$ cat src/rtl/core/dqt_pkg.sv
// Shared types, constants and helper functions of the DQT payload extractor.
`timescale 1ns / 1ps

package dqt_pkg;

  localparam int BYTE_W          = 8;
  localparam int MODE_W          = 2;
  localparam int SEL_W           = 3;
  localparam int CFG_IDX_W       = 1;
  localparam int CFG_DATA_W      = 3;
  localparam int QUEUE_DEPTH_DEF = 2;

  // Configuration register indexes.
  localparam logic [CFG_IDX_W-1:0] CFG_BITS_MODE  = 1'd0;
  localparam logic [CFG_IDX_W-1:0] CFG_BIT_SELECT = 1'd1;

  // Extraction modes.
  localparam logic [MODE_W-1:0] MODE_ONE_BIT   = 2'd0;
  localparam logic [MODE_W-1:0] MODE_TWO_BITS  = 2'd1;
  localparam logic [MODE_W-1:0] MODE_FOUR_BITS = 2'd2;
  localparam logic [MODE_W-1:0] MODE_BYTE      = 2'd3;

  // Marker bytes and the table header spacing.
  localparam logic [BYTE_W-1:0] MARKER_PREFIX = 8'hFF;
  localparam logic [BYTE_W-1:0] MARKER_DQT    = 8'hDB;
  localparam logic [6:0]        HEADER_GAP    = 7'd64;

  // One payload byte handed from the parser to the bit packer.
  typedef struct packed {
    logic              push;
    logic [BYTE_W-1:0] data;
  } dqt_push_t;

  // Bit position where the first group of a new character lands.
  function automatic logic [2:0] start_shift(input logic [MODE_W-1:0] mode);
    logic [2:0] s;
    case (mode)
      MODE_ONE_BIT:   s = 3'd7;
      MODE_TWO_BITS:  s = 3'd6;
      MODE_FOUR_BITS: s = 3'd4;
      default:        s = 3'd0;
    endcase
    return s;
  endfunction

  // Number of bits taken from each payload byte.
  function automatic logic [3:0] group_width(input logic [MODE_W-1:0] mode);
    logic [3:0] w;
    case (mode)
      MODE_ONE_BIT:   w = 4'd1;
      MODE_TWO_BITS:  w = 4'd2;
      MODE_FOUR_BITS: w = 4'd4;
      default:        w = 4'd8;
    endcase
    return w;
  endfunction

endpackage

$ cat src/rtl/core/dqt_queue.sv
// Short FIFO of payload bytes between the segment parser and the bit packer.
`timescale 1ns / 1ps

module dqt_queue #(
  parameter int DEPTH = 2
) (
  input  logic                      clk,
  input  logic                      rst_n,
  input  dqt_pkg::dqt_push_t        wr,
  input  logic                      rd_en,
  output logic                      full,
  output logic                      rd_valid,
  output logic [dqt_pkg::BYTE_W-1:0] rd_data
);
  import dqt_pkg::*;

  localparam int PTR_W = (DEPTH > 1) ? $clog2(DEPTH) : 1;
  localparam int CNT_W = $clog2(DEPTH + 1);

  logic [BYTE_W-1:0] mem_r [DEPTH];
  logic [PTR_W-1:0]  wr_ptr_r, wr_ptr_nxt;
  logic [PTR_W-1:0]  rd_ptr_r, rd_ptr_nxt;
  logic [CNT_W-1:0]  count_r, count_nxt;
  logic              do_wr, do_rd;

  assign full     = (count_r == CNT_W'(DEPTH));
  assign rd_valid = (count_r != '0);
  assign rd_data  = mem_r[rd_ptr_r];

  assign do_wr = wr.push && !full;
  assign do_rd = rd_en && rd_valid;

  // Pointer and fill count update.
  always_comb begin
    wr_ptr_nxt = wr_ptr_r;
    rd_ptr_nxt = rd_ptr_r;
    count_nxt  = count_r;
    if (do_wr) begin
      wr_ptr_nxt = (wr_ptr_r == PTR_W'(DEPTH - 1)) ? '0 : wr_ptr_r + 1'b1;
    end
    if (do_rd) begin
      rd_ptr_nxt = (rd_ptr_r == PTR_W'(DEPTH - 1)) ? '0 : rd_ptr_r + 1'b1;
    end
    if (do_wr && !do_rd) begin
      count_nxt = count_r + 1'b1;
    end else if (do_rd && !do_wr) begin
      count_nxt = count_r - 1'b1;
    end
  end

  always_ff @(posedge clk) begin
    if (!rst_n) begin
      wr_ptr_r <= '0;
      rd_ptr_r <= '0;
      count_r  <= '0;
    end else begin
      wr_ptr_r <= wr_ptr_nxt;
      rd_ptr_r <= rd_ptr_nxt;
      count_r  <= count_nxt;
    end
  end

  // Storage needs no reset; only entries counted in the fill count are read.
  always_ff @(posedge clk) begin
    if (do_wr) begin
      mem_r[wr_ptr_r] <= wr.data;
    end
  end

endmodule

$ cat src/rtl/core/dqt_front.sv
// Segment parser: finds the DQT marker, reads the length and picks payload bytes.
`timescale 1ns / 1ps

module dqt_front (
  input  logic                       clk,
  input  logic                       rst_n,
  input  logic                       accept,
  input  logic [dqt_pkg::BYTE_W-1:0] in_byte,
  output dqt_pkg::dqt_push_t         push
);
  import dqt_pkg::*;

  localparam logic [2:0] PH_SEARCH  = 3'd0;
  localparam logic [2:0] PH_GOT_FF  = 3'd1;
  localparam logic [2:0] PH_LEN_HI  = 3'd2;
  localparam logic [2:0] PH_LEN_LO  = 3'd3;
  localparam logic [2:0] PH_PAYLOAD = 3'd4;
  localparam logic [2:0] PH_IDLE    = 3'd5;

  logic [2:0]        phase_r, phase_nxt;
  logic [BYTE_W-1:0] len_hi_r, len_hi_nxt;
  logic [15:0]       limit_r, limit_nxt;
  logic [15:0]       count_r, count_nxt;
  logic [6:0]        offset_r, offset_nxt;
  logic [15:0]       seg_len;
  logic [15:0]       count_inc;
  logic              take;

  assign seg_len   = {len_hi_r, in_byte};
  assign count_inc = count_r + 16'd1;

  // Phase walk over one transfer.
  always_comb begin
    phase_nxt  = phase_r;
    len_hi_nxt = len_hi_r;
    limit_nxt  = limit_r;
    count_nxt  = count_r;
    offset_nxt = offset_r;
    take       = 1'b0;
    if (accept) begin
      unique case (phase_r)
        PH_SEARCH: begin
          if (in_byte == MARKER_PREFIX) begin
            phase_nxt = PH_GOT_FF;
          end
        end
        PH_GOT_FF: begin
          // Fill bytes keep the prefix armed.
          if (in_byte == MARKER_DQT) begin
            phase_nxt = PH_LEN_HI;
          end else if (in_byte != MARKER_PREFIX) begin
            phase_nxt = PH_SEARCH;
          end
        end
        PH_LEN_HI: begin
          len_hi_nxt = in_byte;
          phase_nxt  = PH_LEN_LO;
        end
        PH_LEN_LO: begin
          limit_nxt  = seg_len - 16'd2;
          count_nxt  = '0;
          offset_nxt = HEADER_GAP;
          phase_nxt  = (seg_len <= 16'd2) ? PH_IDLE : PH_PAYLOAD;
        end
        PH_PAYLOAD: begin
          // The first byte of each table is its header and is skipped.
          if (offset_r >= HEADER_GAP) begin
            offset_nxt = '0;
          end else begin
            take       = 1'b1;
            offset_nxt = offset_r + 7'd1;
          end
          count_nxt = count_inc;
          if (count_inc >= limit_r) begin
            phase_nxt = PH_IDLE;
          end
        end
        default: begin
          phase_nxt = phase_r;
        end
      endcase
    end
  end

  assign push.push = take;
  assign push.data = in_byte;

  always_ff @(posedge clk) begin
    if (!rst_n) begin
      phase_r  <= PH_SEARCH;
      len_hi_r <= '0;
      limit_r  <= '0;
      count_r  <= '0;
      offset_r <= HEADER_GAP;
    end else begin
      phase_r  <= phase_nxt;
      len_hi_r <= len_hi_nxt;
      limit_r  <= limit_nxt;
      count_r  <= count_nxt;
      offset_r <= offset_nxt;
    end
  end

endmodule

$ cat src/rtl/core/dqt_packer.sv
// Bit packer: holds the configuration, extracts bit groups and builds characters.
`timescale 1ns / 1ps

module dqt_packer (
  input  logic                           clk,
  input  logic                           rst_n,
  input  logic                           cfg_we,
  input  logic [dqt_pkg::CFG_IDX_W-1:0]  cfg_index,
  input  logic [dqt_pkg::CFG_DATA_W-1:0] cfg_wdata,
  input  logic                           q_valid,
  input  logic [dqt_pkg::BYTE_W-1:0]     q_data,
  output logic                           q_pop,
  output logic                           out_valid,
  input  logic                           out_stall,
  output logic [dqt_pkg::BYTE_W-1:0]     out_char
);
  import dqt_pkg::*;

  logic [MODE_W-1:0] mode_r, mode_nxt;
  logic [SEL_W-1:0]  sel_r, sel_nxt;
  logic [BYTE_W-1:0] accum_r, accum_nxt;
  logic [2:0]        shift_r, shift_nxt;
  logic              valid_r, valid_nxt;
  logic [BYTE_W-1:0] char_r, char_nxt;
  logic [BYTE_W-1:0] group;
  logic [BYTE_W-1:0] merged;
  logic [3:0]        width;
  logic              done;

  // Group selected by the current mode.
  always_comb begin
    unique case (mode_r)
      MODE_ONE_BIT:   group = {7'd0, q_data[sel_r]};
      MODE_TWO_BITS:  group = q_data & 8'h03;
      MODE_FOUR_BITS: group = q_data & 8'h0F;
      default:        group = q_data;
    endcase
  end

  assign width  = group_width(mode_r);
  assign merged = accum_r | (group << shift_r);
  assign done   = ({1'b0, shift_r} < width);

  // Take the next byte when the output register is free or being drained.
  assign q_pop = q_valid && (!valid_r || !out_stall);

  always_comb begin
    mode_nxt  = mode_r;
    sel_nxt   = sel_r;
    accum_nxt = accum_r;
    shift_nxt = shift_r;
    valid_nxt = valid_r && out_stall;
    char_nxt  = char_r;
    if (q_pop) begin
      if (done) begin
        char_nxt  = merged;
        valid_nxt = 1'b1;
        accum_nxt = '0;
        shift_nxt = start_shift(mode_r);
      end else begin
        accum_nxt = merged;
        shift_nxt = shift_r - width[2:0];
      end
    end
    // Register writes are to arrive only while the block is idle; the block does not enforce it.
    if (cfg_we) begin
      unique case (cfg_index)
        CFG_BITS_MODE: begin
          mode_nxt  = cfg_wdata[MODE_W-1:0];
          accum_nxt = '0;
          shift_nxt = start_shift(cfg_wdata[MODE_W-1:0]);
        end
        CFG_BIT_SELECT: begin
          sel_nxt = cfg_wdata[SEL_W-1:0];
        end
        default: begin
          sel_nxt = sel_r;
        end
      endcase
    end
  end

  always_ff @(posedge clk) begin
    if (!rst_n) begin
      mode_r  <= MODE_ONE_BIT;
      sel_r   <= '0;
      accum_r <= '0;
      shift_r <= 3'd7;
      valid_r <= 1'b0;
    end else begin
      mode_r  <= mode_nxt;
      sel_r   <= sel_nxt;
      accum_r <= accum_nxt;
      shift_r <= shift_nxt;
      valid_r <= valid_nxt;
    end
  end

  always_ff @(posedge clk) begin
    char_r <= char_nxt;
  end

  assign out_valid = valid_r;
  assign out_char  = char_r;

endmodule

$ cat src/rtl/core/dqt_lsb_payload_extractor.sv
// Top level of the DQT payload extractor: parser, byte queue and bit packer.
//
//   Channel   Direction  Ports                          Transfer when
//   input     in         in_valid, in_stall, in_byte    in_valid && !in_stall
//   result    out        out_valid, out_stall, out_char out_valid && !out_stall
//   config    in         cfg_we, cfg_index, cfg_wdata   cfg_we
//
// One byte is taken per cycle; in_stall rises only when the byte queue is full.
// A character appears on out_char after the byte that completes it has passed
// the queue register between parser and packer and the packer's output register.
// rst_n is synchronous and active low; no clearing pass follows it.
// A stall on the result side fills the queue of QUEUE_DEPTH bytes, then
// holds the input side.
`timescale 1ns / 1ps

module dqt_lsb_payload_extractor #(
  parameter int QUEUE_DEPTH = dqt_pkg::QUEUE_DEPTH_DEF
) (
  input  logic                           clk,
  input  logic                           rst_n,
  input  logic                           in_valid,
  output logic                           in_stall,
  input  logic [dqt_pkg::BYTE_W-1:0]     in_byte,
  output logic                           out_valid,
  input  logic                           out_stall,
  output logic [dqt_pkg::BYTE_W-1:0]     out_char,
  input  logic                           cfg_we,
  input  logic [dqt_pkg::CFG_IDX_W-1:0]  cfg_index,
  input  logic [dqt_pkg::CFG_DATA_W-1:0] cfg_wdata
);
  import dqt_pkg::*;

  dqt_push_t         push;
  logic              q_full;
  logic              q_valid;
  logic              q_pop;
  logic [BYTE_W-1:0] q_data;
  logic              in_xfer;

  assign in_stall = q_full;
  assign in_xfer  = in_valid && !q_full;

  dqt_front u_front (
    .clk     (clk),
    .rst_n   (rst_n),
    .accept  (in_xfer),
    .in_byte (in_byte),
    .push    (push)
  );

  dqt_queue #(
    .DEPTH (QUEUE_DEPTH)
  ) u_queue (
    .clk      (clk),
    .rst_n    (rst_n),
    .wr       (push),
    .rd_en    (q_pop),
    .full     (q_full),
    .rd_valid (q_valid),
    .rd_data  (q_data)
  );

  dqt_packer u_packer (
    .clk       (clk),
    .rst_n     (rst_n),
    .cfg_we    (cfg_we),
    .cfg_index (cfg_index),
    .cfg_wdata (cfg_wdata),
    .q_valid   (q_valid),
    .q_data    (q_data),
    .q_pop     (q_pop),
    .out_valid (out_valid),
    .out_stall (out_stall),
    .out_char  (out_char)
  );

endmodule

$ cat config.mk
export PLATFORM = sky130hd
export DESIGN_NAME = dqt_lsb_payload_extractor
export DESIGN_NICKNAME = d
export VERILOG_FILES = /design/src/rtl/core/dqt_pkg.sv /design/src/rtl/core/dqt_queue.sv /design/src/rtl/core/dqt_front.sv /design/src/rtl/core/dqt_packer.sv /design/src/rtl/core/dqt_lsb_payload_extractor.sv
export SDC_FILE = /design/constraint.sdc
export NUM_CORES = 1
export LEC_CHECK = 0
export BUFFER_PORTS_ARGS = -buffer_cell sky130_fd_sc_hd__buf_2
export CAP_MARGIN = 20
export CORE_MARGIN = 2
export CORE_UTILIZATION = 60
export CTS_CLUSTER_DIAMETER = 60
export CTS_CLUSTER_SIZE = 20
export DETAILED_ROUTE_END_ITERATION = 6
export MAX_ROUTING_LAYER = met4
export PLACE_DENSITY_LB_ADDON = 0.2
export SLEW_MARGIN = 20
export SYNTH_ARGS = -nofsm -noshare
export SYNTH_HDL_FRONTEND = slang
export SYNTH_SLANG_ARGS = --single-unit
$ cat constraint.sdc
create_clock -name clk -period 6.2 [get_ports clk]
set_input_delay 0.93 -clock clk [delete_from_list [all_inputs] [get_ports clk]]
set_output_delay 0.93 -clock clk [all_outputs]
set_load 0.05 [all_outputs]
=== Word level (Yosys, flattened, before mapping) ===
Memory sizes are Yosys's and may differ from the RTL's. A register that Yosys moved wholly into a read port is not among the register bits.
Index checks and enable logic that the tools add are counted.

* Output and inout port bits: 10
* Memories: 1
* Word-level logic and storage cells: 109
* Bits of input ports: 17
* Bits in writable memories: 16
* Bits in registers: 79

{| class="wikitable"
|+ Memories
! memory !! depth !! width !! rd ports !! clocked after Yosys merged registers in !! wr ports !! line !! RTL
|-
| u_queue.mem_r || 2 || 8 || 1 || 1 || 1 || dqt_queue.sv:20 || <nowiki>logic [BYTE_W-1:0] mem_r [DEPTH];</nowiki>
|}

* Bitwise logic cells: 2
* $add $sub $neg: 8
* Multiplexer cells: 36
* Magnitude comparators: 5
* Equality and inequality tests: 15
* Shift-type cells: 1
* Reduce and logical (&&, ||, !) cells: 27

{| class="wikitable"
|+ Operator list
! operator !! count
|-
| $mux W8 || 4
|-
| $pmux W16 S2 || 1
|-
| $mux W3 || 8
|-
| $pmux W8 S3 || 1
|-
| $pmux W3 S3 || 2
|-
| $add A16 B1 Y16 const B || 1
|-
| $eq A8 B8 Y1 const B || 2
|-
| $ge A16 B16 Y1 || 1
|-
| $le A16 B2 Y1 const B || 1
|-
| $sub A16 B2 Y16 const B || 1
|-
| $pmux W3 S5 || 1
|-
| $pmux W7 S2 || 1
|-
| $mux W1 || 13
|-
| $pmux W4 S3 || 1
|-
| $reduce_and A2 Y1 || 6
|-
| $ne A8 B8 Y1 const B || 1
|-
| $or A8 B8 Y8 || 1
|-
| $shl A8 B3 Y8 || 1
|-
| $add A7 B1 Y7 const B || 1
|-
| $ge A7 B7 Y1 const B || 1
|-
| $logic_and A1 B1 Y1 || 7
|-
| $mux W7 || 1
|-
| $eq A2 B2 Y1 const B || 3
|-
| $eq A3 B2 Y1 const B || 2
|-
| other kinds (21) || 32
|}

=== Logic depth before layout (Yosys ltp) ===
Gate-level depths: netlist (run 1).

* Depth in word-level cells: 9
* Mapped depth: 13
* Gate-level depth less buffers: 12

=== Cells and area by module ===
Synthesis (run 1) repeated with hierarchy kept, for this count alone.

* Cell total of the unflattened synthesis: 594
* Area, all modules: 5,455.2 um^2

{| class="wikitable"
|+ By module, submodules not included
! module !! cells an instance !! seq. area each (um^2) !! instances !! area each (um^2)
|-
| dqt_front || 370 || 1,001.0 || 1 || 3,130.5
|-
| dqt_packer || 172 || 580.6 || 1 || 1,505.2
|-
| dqt_queue || 51 || 580.6 || 1 || 805.8
|-
| dqt_lsb_payload_extractor || 1 || 0.0 || 1 || 13.8
|}

=== Least setup slack after synthesis (run 1) ===
No wires, ideal clock.

* Path type: input to register
* From: input in_valid
* To: memory u_queue.mem_r[0][0] (enable)
* Buffers on the path: 2
* Setup time: 0.383 ns
* Cell stages on the path: 5
* Data required time: 5.817 ns
* Path slack: 3.560 ns
* Arrival time: 2.257 ns
* Cell sequence: inv_1 or3_4 buf_6 clkbuf_8 nor3_1

* Cells in the longest elaborated chain, start to end: 5

{| class="wikitable"
|+ RTL lines
! item !! line !! RTL
|-
| from (decl) || dqt_lsb_payload_extractor.sv:21 || <nowiki>input logic in_valid,</nowiki>
|-
| $logic_and A1 B1 Y1 || dqt_lsb_payload_extractor.sv:41 || <nowiki>assign in_xfer = in_valid && !q_full;</nowiki>
|-
| $mux W1 || dqt_front.sv:40 || <nowiki>if (accept) begin</nowiki>
|-
| $logic_and A1 B1 Y1 || dqt_queue.sv:30 || <nowiki>assign do_wr = wr.push && !full;</nowiki>
|-
| $mux W1 || dqt_queue.sv:65 || <nowiki>if (do_wr) begin</nowiki>
|-
| $mux W1 (not written as such) || dqt_queue.sv:66 || <nowiki>mem_r[wr_ptr_r] <= wr.data;</nowiki>
|-
| to (decl) || dqt_queue.sv:20 ||
|}

Every way passes these cells.

=== Worst setup path after layout (run 1) ===
* From: register u_front.count_r[2]
* To: register u_front.phase_r[1]

* Cells in the longest elaborated chain, start to end: 4

{| class="wikitable"
|+ RTL lines
! item !! line !! RTL
|-
| from (decl) || dqt_front.sv:23 || <nowiki>logic [15:0] count_r, count_nxt;</nowiki>
|-
| from (signal assigned) || dqt_front.sv:99 || <nowiki>count_r <= count_nxt;</nowiki>
|-
| $add A16 B1 Y16 || dqt_front.sv:30 || <nowiki>assign count_inc = count_r + 16'd1;</nowiki>
|-
| $ge A16 B16 Y1 || dqt_front.sv:74 || <nowiki>if (count_inc >= limit_r) begin</nowiki>
|-
| $ne A2 B1 Y1 (no line) || n/a ||
|-
| $reduce_and A5 Y1 (no line) || n/a ||
|-
| to (signal assigned) || dqt_front.sv:96 || <nowiki>phase_r <= phase_nxt;</nowiki>
|-
| to (decl) || dqt_front.sv:20 || <nowiki>logic [2:0] phase_r, phase_nxt;</nowiki>
|}

Every way passes these cells.
A chain may end at the register's enable or synchronous reset.

==> out/metrics.cfg, run 1 <==
[global_route]
antenna_found_initial = 0
grt_usage_pct = 25.8
grt_pass1_wl_um = 19500
grt-ovfl-total = 0
grt_pass1_vias = 4079
grt_start_max_net_pins = 43

[timing]
setup_viol = 0
slew_headroom_pct = 49.3
timing.final.hold_violations = 0
fin_crit_sh_pct = 46.3
worst_slew_pin_slew_ns = 0.756
skew_ns = 0.0106
setup-tns-final_ns = 0
drv_slew = 0
max_freq_mhz = 348
rsz0062_at_grt = false
finalCriticalPeriod_ns = 2.87

[detailed_routing]
drt.antenna.violating_nets = 0
drt_iter0_markers = 203
drt-total-wl_um = 11200
routedWlPerCell_um = 15.9
viasPerCell = 6.03
first_pass_iters = 4
drc_errors = 0
vias = 4251

[worst_setup_path]
path_cells = and3_1 > and4_1 > nand3_1 > nor2_1 > xor2_1 > ha_1 > nand4_1 > a211oi_1 > a21oi_1 > nor2b_1 > mux2i_1
critical-path-max-stage-delay_ns = 0.43
cp-start-kind = register
crit_type = register to register
crit_fanout = 7
crit_family = simple AND/OR/NAND/NOR gates
slowest_stage = dfxtp_1
critPathArrivalTime_ns = 3.17
path_buf_inv = 0
crit_required_ns = 6.50
crit_path_end_kind = register

[logic_synthesis]
synth_area_leader_cell = dfxtp_1
synth_edf_count = 24
async_flop_share_pct = 0
syn_nets = 620
yosys_warnings = 0
avgSynthCellArea_um2 = 9.08
ys_seq_elements = 96
ys_seq_area_share_pct = 41.1
ys_top_cells_by_area = dfxtp_1 27%, edfxtp_1 14%, nor2_1 5.6%
synth_top_area_share_pct = 27.4
ys.flop_type = dfxtp_1
ys_types = 73
syn_inst = 579
netlist_area_mm2 = 0.00526

[die]
initial_core_util_pct = 61.2
dieArea_mm2 = 0.00953
fp.coreArea_mm2 = 0.00859
io_pins = 27
fp.dieH_um = 97.6
num_rows = 34
dieWidth_um = 97.6

[placement]
placed_area_mm2 = 0.00537
dp_hpwl_um = 8300
portBuffers = 26
gp_congestion = 0.911

[run_status]
outcome = completed

[power]
leakagePower_nw = 2.23
vdd_drop_max_v = 0.000147
power_density_mw_per_mm2 = 262

[clocking]
clk_path_buf_depth = 2
htree_levels = 3
holdBufCountCts = 0
cts.sinks = 96
cts_buffers = 9
cts_tree = yes
postCtsResizedCells = 0
insertion_delay_ns = 0.36
root_buffer = clkbuf_8
post_cts_buffers = 0
clkTransAtPathRegs_ns = 0.09

[finish]
final.fill_count = 753
fin_area_mm2 = 0.00558
nets = 633
n_antenna_cell = 0
areaGrowthSynthToFinish_pct = 6.07
drive_above_1_share_pct = 11.6

[flow_run]
drv_cap = 0

[hold_path]
hold_path.class = register to register

where the power goes:
part	internal [mW]	total [mW]	switching, mW
Sequential	0.677	0.715	0.0376
Clock	0.188	0.407	0.218
Combinational	0.122	0.339	0.218
Total	0.987	1.46	0.474
cell usage in the layout, fill, tap and decap left out, types with 6 or more instances in the layout:
cell      instances
nor2_1           78
dfxtp_1          72
nand2_1          35
a21oi_1          35
inv_1            32
o21ai_0          27
buf_2            26
edfxtp_1         24
ha_1             23
xor2_1           18
nand3_1          17
a211oi_1         16
mux2i_1          14
xnor2_1          13
or3_1            11
a22oi_1           9
clkbuf_8          9
nand4_1           8
and3_1            8
nor3_1            8
a21o_1            7
nor2b_1           6
and2_1            6
a31oi_1           6
o211ai_1          6
per-layer routing:
layer  track usage (%)  part of all wire (%)  vias up
met3              3.24                   4.9       14
li1                  -                     -     2110
met5                 -                     0        -
met2              37.7                    44      117
met4              9.62                   1.5        0
met1              36.9                    49     2010
flip-flops by register name, summed over array words and instances, names as in the netlist, named ones only:
signal and flops:
u_front.count_r 16, u_front.len_hi_r 8, u_front.limit_r 16, u_front.offset_r 7, u_front.phase_r 3, u_packer.accum_r 8, u_packer.mode_r 2, u_packer.out_char 8
u_packer.out_valid 1, u_packer.sel_r 3, u_packer.shift_r 3, u_queue.count_r 2, u_queue.mem_r 16, u_queue.rd_ptr_r 1, u_queue.wr_ptr_r 1
cell usage after synthesis, types with 6 or more instances:
| library cell | instances |
|---|---|
| nor2_1 | 78 |
| dfxtp_1 | 72 |
| a21oi_1 | 35 |
| nand2_1 | 35 |
| inv_1 | 32 |
| o21ai_0 | 27 |
| edfxtp_1 | 24 |
| ha_1 | 23 |
| xor2_1 | 18 |
| nand3_1 | 17 |
| a211oi_1 | 16 |
| mux2i_1 | 14 |
| xnor2_1 | 13 |
| nor3_1 | 11 |
| or3_1 | 11 |
| clkbuf_1 | 10 |
| a22oi_1 | 9 |
| and3_1 | 8 |
| nand4_1 | 8 |
| a21o_1 | 7 |
| a31oi_1 | 6 |
| and2_1 | 6 |
| nor2b_1 | 6 |
| o211ai_1 | 6 |
worst min-delay path, cell delays in order (launching register included):
cell and delay (ns):
dfxtp_1 0.34, nand2_1 0.04, o21ai_0 0.06
logic make-up after synthesis:
| group | Yosys count | synth area share [%] |
|---|---|---|
| simple gates | 210 | 20.5 |
| compound gates | 138 | 17.5 |
| flops | 96 | 41.1 |
| buf+inv | 59 | 5.57 |
| xor+xnor | 31 | 5.16 |
| fa+ha+maj | 24 | 5.85 |
| mux | 21 | 4.31 |
stage by stage:
step           utilization (%)  hold WS (ns)  std cells  total power, mW  setup WS, ns
2_1_floorplan                -         0.419        579            0.987          3.56
3_3_place_gp              62.5         0.431        689             1.05          3.18
3_5_place_dp              62.5         0.451        689             1.06          3.01
4_1_cts                   64.8         0.474        705             1.47          3.28
5_1_grt                   64.9         0.497        705             1.53          3.08
6_report                  64.9         0.470        705             1.46          3.33
layout make-up:
cell class	count	area, um2	area share (%)
repair buffers	28	145	2.60
well taps	108	135	2.42
multi-input cells	424	2820	50.5
clock buffers	10	128	2.29
flip-flops and latches	96	2160	38.8
inverters	33	124	2.22
clock inverters	6	65.1	1.17
path summary, 6_finish.rpt:
path / from / to / slack [ns] / depth (start not counted)
setup / recovery: u_front.count_r[2]$_SDFFE_PN0P_ / u_front.phase_r[1]$_SDFFE_PN0P_ / 3.33 / 11
hold / removal: u_packer.accum_r[3]$_SDFF_PN0_ / u_packer.accum_r[3]$_SDFF_PN0_ / 0.47 / 2
setup reg to reg: u_front.count_r[2]$_SDFFE_PN0P_ / u_front.phase_r[1]$_SDFFE_PN0P_ / 3.33 / 11
hold reg to reg: u_packer.accum_r[3]$_SDFF_PN0_ / u_packer.accum_r[3]$_SDFF_PN0_ / 0.47 / 2
(Power assumes the default switching activity.)
==> inputs of run 2 (changes only) <==
--- a/config.mk
+++ b/config.mk
@@ -8,7 +8,7 @@
 export BUFFER_PORTS_ARGS = -buffer_cell sky130_fd_sc_hd__buf_2
 export CAP_MARGIN = 20
 export CORE_MARGIN = 2
-export CORE_UTILIZATION = 60
+export CORE_UTILIZATION = 56
 export CTS_CLUSTER_DIAMETER = 60
 export CTS_CLUSTER_SIZE = 20
 export DETAILED_ROUTE_END_ITERATION = 6
==> constraint.sdc (replaced) <==
create_clock -name clk -period 2.3 [get_ports clk]
set_input_delay 0.345 -clock clk [delete_from_list [all_inputs] [get_ports clk]]
set_output_delay 0.345 -clock clk [all_outputs]
set_load 0.05 [all_outputs]
==> out/metrics.cfg, run 2 (synthesized netlist as in run 1, its figures left out) <==
[worst_setup_path]
critPathArrivalTime_ns = 2.70
crit_type = register to register
critical-path-max-stage-delay_ns = 0.38
crit_cells = 11
slowest_stage = dfxtp_4
cp-start-kind = register
crit_family = simple AND/OR/NAND/NOR gates
rr_worst_depth = 11
regToRegEndpoint = u_front.phase_r[1]$_SDFFE_PN0P_
reg2reg_setup_slack_ns = -0.11
crit_fanout = 5
path_buf_inv = 0
r2r-start = u_front.count_r[1]$_SDFFE_PN0P_
crit_path_end_kind = register
crit_required_ns = 2.59
path_cells = ha_4 > and4_4 > and3_4 > nand3_4 > xnor2_2 > ha_1 > nand4_1 > a211oi_2 > a21oi_2 > nor2b_1 > mux2i_1

[finish]
reg_top3 = u_front.count_r x16, u_front.limit_r x16, u_queue.mem_r x16
layout_common_cells = 75 x nor2_1, 62 x dfxtp_1, 56 x buf_4
n_antenna_cell = 0
drive_above_1_share_pct = 25.3
areaGrowthSynthToFinish_pct = 17.8
nets = 689
layout_commonest_cell = nor2_1

[power]
p_int_mw = 2.72
power_density_mw_per_mm2 = 664
leakagePower_nw = 2.55
pwr-share-clk_pct = 26.3
power_frac_comb_pct = 28.3
vdd_drop_max_v = 0.000315
switching_share_pct = 34.0
p_seq_share_pct = 45.5
p_switching_mw = 1.40

[hold_path]
hold_path.class = input pin to register
hold_end = u_packer.sel_r[2]$_SDFFE_PN0P_
min_path_cells = 3
hold_start = cfg_wdata[2]

[clocking]
htree_levels = 3
root_buffer = clkbuf_8
clkTransAtPathRegs_ns = 0.10
holdBufCountCts = 0
cts_tree = yes
clk_path_buf_depth = 2
cts_buffers = 9
insertion_delay_ns = 0.37
cts.sinks = 96

[detailed_routing]
vias = 4581
drt.antenna.violating_nets = 0
drt-total-wl_um = 12300
viasPerCell = 6.00
drt_iter0_markers = 210
first_pass_iters = 5
drc_errors = 0
routedWlPerCell_um = 16.1

[die]
fp.dieH_um = 101
dieArea_mm2 = 0.0102
initial_core_util_pct = 57.4
fp.coreArea_mm2 = 0.00915
io_pins = 27
num_rows = 35
dieWidth_um = 101

[timing]
rsz0062_at_grt = true
fin_crit_sh_pct = 105
drv_slew = 0
worst_slew_pin_slew_ns = 0.621
timing.final.hold_violations = 0
holdWs_ns = 0.228
skew_ns = 0.0132
finalCriticalPeriod_ns = 2.41
max_freq_mhz = 415
slew_headroom_pct = 58.5
setup_viol = 2
setup_ws_ns = -0.108

[global_route]
antenna_found_initial = 0
grt-ovfl-total = 0
grt_pass1_wl_um = 20600
grt_start_max_net_pins = 29
grt_usage_pct = 26.2
grt_pass1_vias = 4435

[placement]
portBuffers = 26
dp_hpwl_um = 8880
place_ws_ns = -0.231
gp_congestion = 0.918

[flow_run]
drv_cap = 0

[run_status]
violations = setup timing
outcome = finished, violations left

[run 2: cell count changes in the layout (fill, tap and decap cells not counted), sizes merged]
cell,delta
clkbuf,-1
buf,+56
clkinv,-1
inv,+3
bufinv,-1
[run 2: repair_timing]
item	CTS	global route
gates resized for setup	28	21
pin swaps	13	6
buffers inserted	4	4
endpoints found under the setup margin	2	26
[run 2: area by class of cell]
class	instances	area [um2]
clock buffer	9	124
clock inverter	7	66.3
fill	720	2960
inverter	33	128
multi-input combinational	424	2980
sequential	96	2180
tap	111	139
timing repair buffer	84	582
[run 2: worst max path at each step]
stage | start | end | slack [ns]
2_1_floorplan | u_front.count_r[0]$_SDFFE_PN0P_ | u_front.phase_r[1]$_SDFFE_PN0P_ | -0.13
3_3_place_gp | u_front.count_r[0]$_SDFFE_PN0P_ | u_front.phase_r[1]$_SDFFE_PN0P_ | -0.1
3_5_place_dp | u_front.count_r[1]$_SDFFE_PN0P_ | u_front.phase_r[1]$_SDFFE_PN0P_ | -0.23
4_1_cts | u_front.count_r[1]$_SDFFE_PN0P_ | u_front.phase_r[1]$_SDFFE_PN0P_ | -0.03
5_1_grt | u_front.count_r[1]$_SDFFE_PN0P_ | u_front.phase_r[1]$_SDFFE_PN0P_ | -0.26
6_report | u_front.count_r[1]$_SDFFE_PN0P_ | u_front.phase_r[1]$_SDFFE_PN0P_ | -0.11
[run 2: power groups by stage]
stage | Sequential [mW] | Combinational [mW] | Clock [mW]
2_1_floorplan | 1.99 | 0.672 | 0
3_3_place_gp | 1.90 | 1.07 | 0
3_5_place_dp | 1.91 | 1.10 | 0
4_1_cts | 1.87 | 1.10 | 1.11
5_1_grt | 1.88 | 1.27 | 1.17
6_report | 1.87 | 1.16 | 1.08
[run 2: routing by layer]
layer | share of wire, % | wire length, um | track usage, %
met5 | 0 | 0 | -
met4 | 2.4 | 290 | 10.2
met3 | 4.3 | 531 | 4.44
met2 | 49 | 6070 | 43.3
met1 | 44 | 5440 | 32.2
[run 2: tightest hold or removal path, stage by stage]
cell and delay [ns]:
buf_2 0.09, nand3_1 0.06, a21oi_1 0.06
[run 2: through the flow]
stage / area [um2] / util (%) / cells / power (mW) / TNS, ns
2_1_floorplan: 5270 / - / 579 / 2.66 / -0.126
3_3_place_gp: 5760 / 62.9 / 740 / 2.97 / -0.0989
4_1_cts: 6090 / 66.6 / 760 / 4.08 / -0.0338
6_report: 6190 / 67.6 / 764 / 4.11 / -0.170
5_1_grt: 6190 / 67.6 / 764 / 4.33 / -0.456
3_5_place_dp: 5760 / 62.9 / 740 / 3.00 / -0.287
